--- src/hw/rtl/spi_pkg.sv ---
// Shared types, widths, register indexes and arithmetic helpers for the
// segment / plane intersection block. Depends on nothing; every other file
// imports it.
package spi_pkg;

    localparam int COORD_W   = 32;
    localparam int FRAC_W    = 16;
    localparam int LEN_W     = COORD_W - 1;
    localparam int MARGIN_W  = 16;
    localparam int UNIT_W    = FRAC_W + 2;
    localparam int NRM_W     = 30;
    localparam int SHIFT_MAX = COORD_W - NRM_W;
    localparam int SHIFT_W   = $clog2(SHIFT_MAX + 1);
    localparam int SUM_W     = 2 * NRM_W + 2;
    localparam int ROOT_W    = NRM_W + 1;
    localparam int NUM_W     = NRM_W + FRAC_W + 1;
    localparam int QUO_W     = FRAC_W + 1;
    localparam int NORM_LAT  = 4 + ROOT_W + 1 + QUO_W;
    localparam int FRONT_LAT = NORM_LAT + 5;
    localparam int DIFF_W    = COORD_W + 1;
    localparam int E_W       = COORD_W + 3;
    localparam int P_W       = UNIT_W + E_W - FRAC_W + 2;
    localparam int SAT_W     = P_W + 2;
    localparam int REM_W     = COORD_W + 3;
    localparam int BACK_N    = FRAC_W + 4;

    localparam int QUEUE_DEPTH = 4;
    localparam int QPTR_W      = $clog2(QUEUE_DEPTH);

    localparam int CFG_IDX_W = 3;
    localparam logic [CFG_IDX_W-1:0] CFG_NORMAL_X = 3'd0;
    localparam logic [CFG_IDX_W-1:0] CFG_NORMAL_Y = 3'd1;
    localparam logic [CFG_IDX_W-1:0] CFG_NORMAL_Z = 3'd2;
    localparam logic [CFG_IDX_W-1:0] CFG_POINT_X  = 3'd3;
    localparam logic [CFG_IDX_W-1:0] CFG_POINT_Y  = 3'd4;
    localparam logic [CFG_IDX_W-1:0] CFG_POINT_Z  = 3'd5;
    localparam logic [CFG_IDX_W-1:0] CFG_MARGIN   = 3'd6;

    localparam logic signed [COORD_W-1:0] ONE_Q = COORD_W'(1) << FRAC_W;
    localparam logic [MARGIN_W-1:0] MARGIN_RESET = MARGIN_W'(7);

    typedef logic signed [COORD_W-1:0] coord_t;
    typedef logic signed [UNIT_W-1:0]  unit_t;
    typedef coord_t [2:0] cvec_t;
    typedef unit_t  [2:0] uvec_t;

    typedef struct packed {
        coord_t             start_x;
        coord_t             start_y;
        coord_t             start_z;
        coord_t             dir_x;
        coord_t             dir_y;
        coord_t             dir_z;
        logic [LEN_W-1:0]   seg_length;
    } seg_t;

    typedef struct packed {
        logic   hit;
        coord_t point_x;
        coord_t point_y;
        coord_t point_z;
    } res_t;

    typedef struct packed {
        cvec_t            st;
        logic [LEN_W-1:0] len;
    } side_t;

    typedef struct packed {
        logic                      hit;
        coord_t                    p1;
        logic signed [DIFF_W-1:0]  den;
        cvec_t                     st;
        uvec_t                     dn;
        logic [LEN_W-1:0]          len;
    } job_t;

    typedef struct packed {
        logic full;
        logic avail;
    } q_status_t;

    // Fixed-point product of a unit-range value and a wide value, rounded
    // half away from zero at the binary point.
    function automatic logic signed [P_W-1:0] qmul_unit(input unit_t u,
                                                       input logic signed [E_W-1:0] x);
        logic [UNIT_W-1:0]     mu;
        logic [E_W-1:0]        mx;
        logic [UNIT_W+E_W:0]   prod;
        logic [UNIT_W+E_W:0]   half;
        logic [P_W-1:0]        r;
        mu   = u[UNIT_W-1] ? UNIT_W'(-u) : UNIT_W'(u);
        mx   = x[E_W-1] ? E_W'(-x) : E_W'(x);
        half = '0;
        half[FRAC_W-1] = 1'b1;
        prod = {{(E_W+1){1'b0}}, mu} * {{(UNIT_W+1){1'b0}}, mx};
        prod = prod + half;
        r    = P_W'(prod >> FRAC_W);
        return (u[UNIT_W-1] ^ x[E_W-1]) ? -$signed(r) : $signed(r);
    endfunction

    function automatic coord_t sat_coord(input logic signed [SAT_W-1:0] x);
        if (x[SAT_W-1:COORD_W-1] == '0 || x[SAT_W-1:COORD_W-1] == '1)
            return x[COORD_W-1:0];
        else if (x[SAT_W-1])
            return {1'b1, {(COORD_W-1){1'b0}}};
        else
            return {1'b0, {(COORD_W-1){1'b1}}};
    endfunction

endpackage

--- src/hw/rtl/spi_queue.sv ---
// Short queue of classified items between the front and back parts.
// Depends on spi_pkg.
module spi_queue
    import spi_pkg::*;
(
    input  logic      clk,
    input  logic      rst_n,
    input  logic      push,
    input  job_t      wr_job,
    input  logic      pop,
    output job_t      rd_job,
    output q_status_t status
);

    job_t              mem_reg [QUEUE_DEPTH];
    logic [QPTR_W-1:0] wr_ptr_reg, rd_ptr_reg;
    logic [QPTR_W:0]   count_reg, count_next;

    assign rd_job       = mem_reg[rd_ptr_reg];
    assign status.full  = (count_reg == (QPTR_W+1)'(QUEUE_DEPTH));
    assign status.avail = (count_reg != '0);

    always_comb
    begin
        count_next = count_reg;
        if (push && !pop)
            count_next = count_reg + 1'b1;
        else if (pop && !push)
            count_next = count_reg - 1'b1;
    end

    always_ff @(posedge clk or negedge rst_n)
    begin
        if (!rst_n)
        begin
            wr_ptr_reg <= '0;
            rd_ptr_reg <= '0;
            count_reg  <= '0;
        end
        else
        begin
            if (push)
                wr_ptr_reg <= wr_ptr_reg + 1'b1;
            if (pop)
                rd_ptr_reg <= rd_ptr_reg + 1'b1;
            count_reg <= count_next;
        end
    end

    always_ff @(posedge clk)
    begin
        if (push)
            mem_reg[wr_ptr_reg] <= wr_job;
    end

endmodule

--- config.mk ---
export PLATFORM = sky130hd
export DESIGN_NAME = spi_queue
export DESIGN_NICKNAME = d
export VERILOG_FILES = /design/src/hw/rtl/spi_pkg.sv /design/src/hw/rtl/spi_queue.sv
export SDC_FILE = /design/constraint.sdc
export NUM_CORES = 1
export LEC_CHECK = 0
export BUFFER_PORTS_ARGS = -buffer_cell sky130_fd_sc_hd__buf_2
export CORE_AREA = 2 2 304 306
export CTS_CLUSTER_SIZE = 16
export DETAILED_ROUTE_END_ITERATION = 7
export DIE_AREA = 0 0 306 308
export PLACE_DENSITY = 0.57
export SYNTH_ARGS = -nofsm -noshare
export SYNTH_HDL_FRONTEND = slang
export SYNTH_SLANG_ARGS = --single-unit
export TNS_END_PERCENT = 10
--- constraint.sdc ---
create_clock -name clk -period 10.35 [get_ports clk]
set_input_delay 1.035 -clock clk [delete_from_list [all_inputs] [get_ports clk]]
set_output_delay 1.035 -clock clk [all_outputs]
set_load 0.02 [all_outputs]
==> impl_metrics.csv <==
group,metric,value,unit
critical_path,critPathSlowestCell,"dfrtp_4",
synth,netlist_area,36100,µm²
synth,synth.area.mux_share,15.5,%
timing,maxSlewHeadroom,33.3,%
detailed_routing,post_drt_wl_per_cell,23.3,µm
critical_path,crit_arrival,3.95,ns
power,seqPwrFrac,43.1,%
power,power.clock.fraction,26.3,%
timing,period_share,48.2,%
floorplan,initial_core_util,39.6,%
clock_tree,cts_root_buf,"clkbuf_16",
synth,synthAdderAreaFrac,0.229,%
critical_path,critPathMaxStageDelay,0.96,ns
layout,largest_reg_flops,988,
critical_path,critPathKind,"flop to primary output",
grt,grt-ovfl-total,0,
floorplan,dieArea,94200,µm²
clock_tree,cts_tree,"done",
grt,grt_start_max_net_pins,132,
synth,synth_top_family_by_area,"multiplexers",
layout,drive_above_1_share,46.0,%
timing,finalSetupTns,0,ns
timing,finalCriticalPeriod,4.99,ns
clock_tree,clock_path_buffers,3,
detailed_routing,remaining_drc_errors,0,
power,p_per_area,298,nW/µm²
critical_path,cp_max_fo,99,
synth,netlist_instances,1325,
timing,maxSlewViolCount,0,
job,cap_violations,0,
clock_tree,cts.clk_slew.worst_paths,0.06,ns
grt,grt.total_usage,15.6,%
grt,met2_usage,25.7,%
place,place_congestion,0.745,
clock_tree,ctsHoldBuffers,0,
detailed_routing,postRouteAntennaNets,0,
power,power.total,12.8,mW
grt,globalRouteMet1Util,19.2,%
detailed_routing,drt_iter0_markers,1133,
synth,yosys_warnings,0,
synth,syn-num-nets,1582,
detailed_routing,drt-vias-per-instance,5.06,
synth,synth-simple-area-share,0.139,%
critical_path,path_delay_family,"buffers and inverters",
clock_tree,cts_htree_levels,3,
synth,synth-seq-cells,995,
clock_tree,cts_resized,0,
grt,antenna_found_initial,17,
timing,max_freq,200,MHz
floorplan,die_w,306,µm
clock_tree,post_cts_buffers,0,
grt,grt_pass1_vias,16900,
power,power.leakage,14.4,nW
grt,grt_pass1_wl,109,mm
critical_path,crit_chain,"buf_4, buf_12, mux4_2, buf_2",
power,p_switching,4.10,mW
synth,synth_cell_types,19,
detailed_routing,drtPass1Iterations,4,
timing,holdWs,0.187,ns
place,io_buffers,499,
layout,nNetsFinal,2146,
timing,worst_pin_slew,1.00,ns
timing,skew,0.0128,ns
detailed_routing,drt-total-wl,73.8,mm
critical_path,crit_path_end_kind,"primary output",
critical_path,required,9.32,ns
floorplan,coreArea,91000,µm²
floorplan,ioPinCount,500,
synth,synthXorXnorAreaFrac,0.146,%
place,dp_hpwl,44.1,mm
timing,hold_viol,0,
synth,yosysSeqAreaShare,82.8,%
synth,postSynthAreaPerCell,27.2,µm²
layout,areaGrowthSynthToFinish,18.9,%
power,p_int,8.67,mW
clock_tree,clk_latency,0.68,ns
power,switching_share,32.1,%
critical_path,path_buf_inv,3,
floorplan,die_h,308,µm
timing,grt_setup_unrepaired,"no",
critical_path,startpoint_type,"flop",
power,combPwrFrac,30.6,%
detailed_routing,via_count,16000,
power,vdd_drop_max,0.199,mV
synth,synth_compound_area_share,0.0139,%
clock_tree,cts.sinks,995,
clock_tree,cts_buffers,100,
grt,top_usage_layer,"met2",
timing,setup_violations,0,
floorplan,fp-row-count,111,
grt,grt.met3_usage,5.42,%
run_status,status,"finished, final reports clean",
min_path,hp-class,"input pin to asynchronous set/reset pin",
==> cell usage after synthesis <==
library cell,instances,area (µm²)
and2_1,4,25.0
buf_2,25,125
buf_4,3,22.5
buf_6,25,282
clkbuf_1,3,11.3
dfrtp_1,7,175
edfxtp_1,988,29700
fa_1,1,20.0
ha_1,5,62.6
inv_1,4,15.0
mux2_2,1,11.3
mux4_2,247,5560
nand2_1,2,7.51
nor2_1,1,3.75
nor3b_1,1,7.51
o21ai_0,1,5.00
or3_1,1,6.26
xnor2_1,2,17.5
xor2_1,4,35.0
==> routing by layer <==
| metal | wire length, µm | vias up |
|---|---|---|
| met5 | 134 | - |
| li1 | - | 6932 |
| met1 | 28600 | 8480 |
| met2 | 37500 | 454 |
| met3 | 5780 | 123 |
| met4 | 1700 | 22 |
==> kinds of logic after synthesis <==
logic type / Yosys count
flip-flops: 995
multiplexers: 248
buffers and inverters: 60
AND/OR/NAND/NOR: 9
XOR/XNOR: 6
adder cells (fa/ha/maj): 6
AO/OA/AOI/OAI: 1
==> final cells by class <==
type                       count  area, µm²
fill                        7502      48100
sequential                   995      29900
multi-input combinational    270       5770
timing repair buffer         518       2700
clock buffer                 118       2570
tap                         1186       1480
clock inverter                65        469
antenna                        7       17.5
inverter                       4       15.0
==> path summary, 6_finish.rpt <==
| kind | depth (start not counted) | endpoint | slack (ns) | start |
|---|---|---|---|---|
| max in group asynchronous | 1 | rd_ptr_reg[1] | 9.98 | rst_n |
| max | 4 | rd_job[125] | 5.36 | rd_ptr_reg[0] |
| min | 1 | wr_ptr_reg[0] | 0.19 | rst_n |
| max reg2reg | 5 | mem_reg[0][131] | 7.10 | wr_ptr_reg[0] |
| min reg2reg | 1 | count_reg[2] | 0.49 | count_reg[2] |
| min in group clk | 1 | count_reg[2] | 0.49 | count_reg[2] |
==> per-stage QoR <==
step / utilization (%) / area, µm² / std cells / worst slack [ns]
final: 47.1 / 42900 / 3163 / 5.36
after global routing: 47.1 / 42900 / 3161 / 4.98
after CTS: 47.1 / 42900 / 3156 / 5.19
after detailed placement: 43.8 / 39800 / 2973 / 5.96
after global placement: 43.8 / 39800 / 2973 / 5.95
after floorplan: - / 36100 / 1325 / 3.09
==> cell usage in the layout, fill, tap and decap left out, types with 5 or more instances in the layout <==
| cell | n |
|---|---|
| ha_1 | 5 |
| mux4_2 | 247 |
| buf_4 | 14 |
| clkbuf_16 | 100 |
| edfxtp_1 | 988 |
| diode_2 | 7 |
| buf_12 | 5 |
| clkbuf_1 | 18 |
| clkinv_1 | 30 |
| clkinv_2 | 21 |
| buf_2 | 499 |
| dfrtp_1 | 5 |
==> power by group through the flow <==
stage / clock network (mW) / logic (mW) / registers, mW
finish: 3.35 / 3.91 / 5.51
global route: 3.61 / 4.18 / 5.58
CTS: 3.46 / 4.03 / 5.53
detailed placement: 0 / 4.02 / 5.61
global placement: 0 / 4.02 / 5.57
floorplan: 0 / 2.83 / 5.65
No activity file was read; power rests on OpenSTA's default activity.
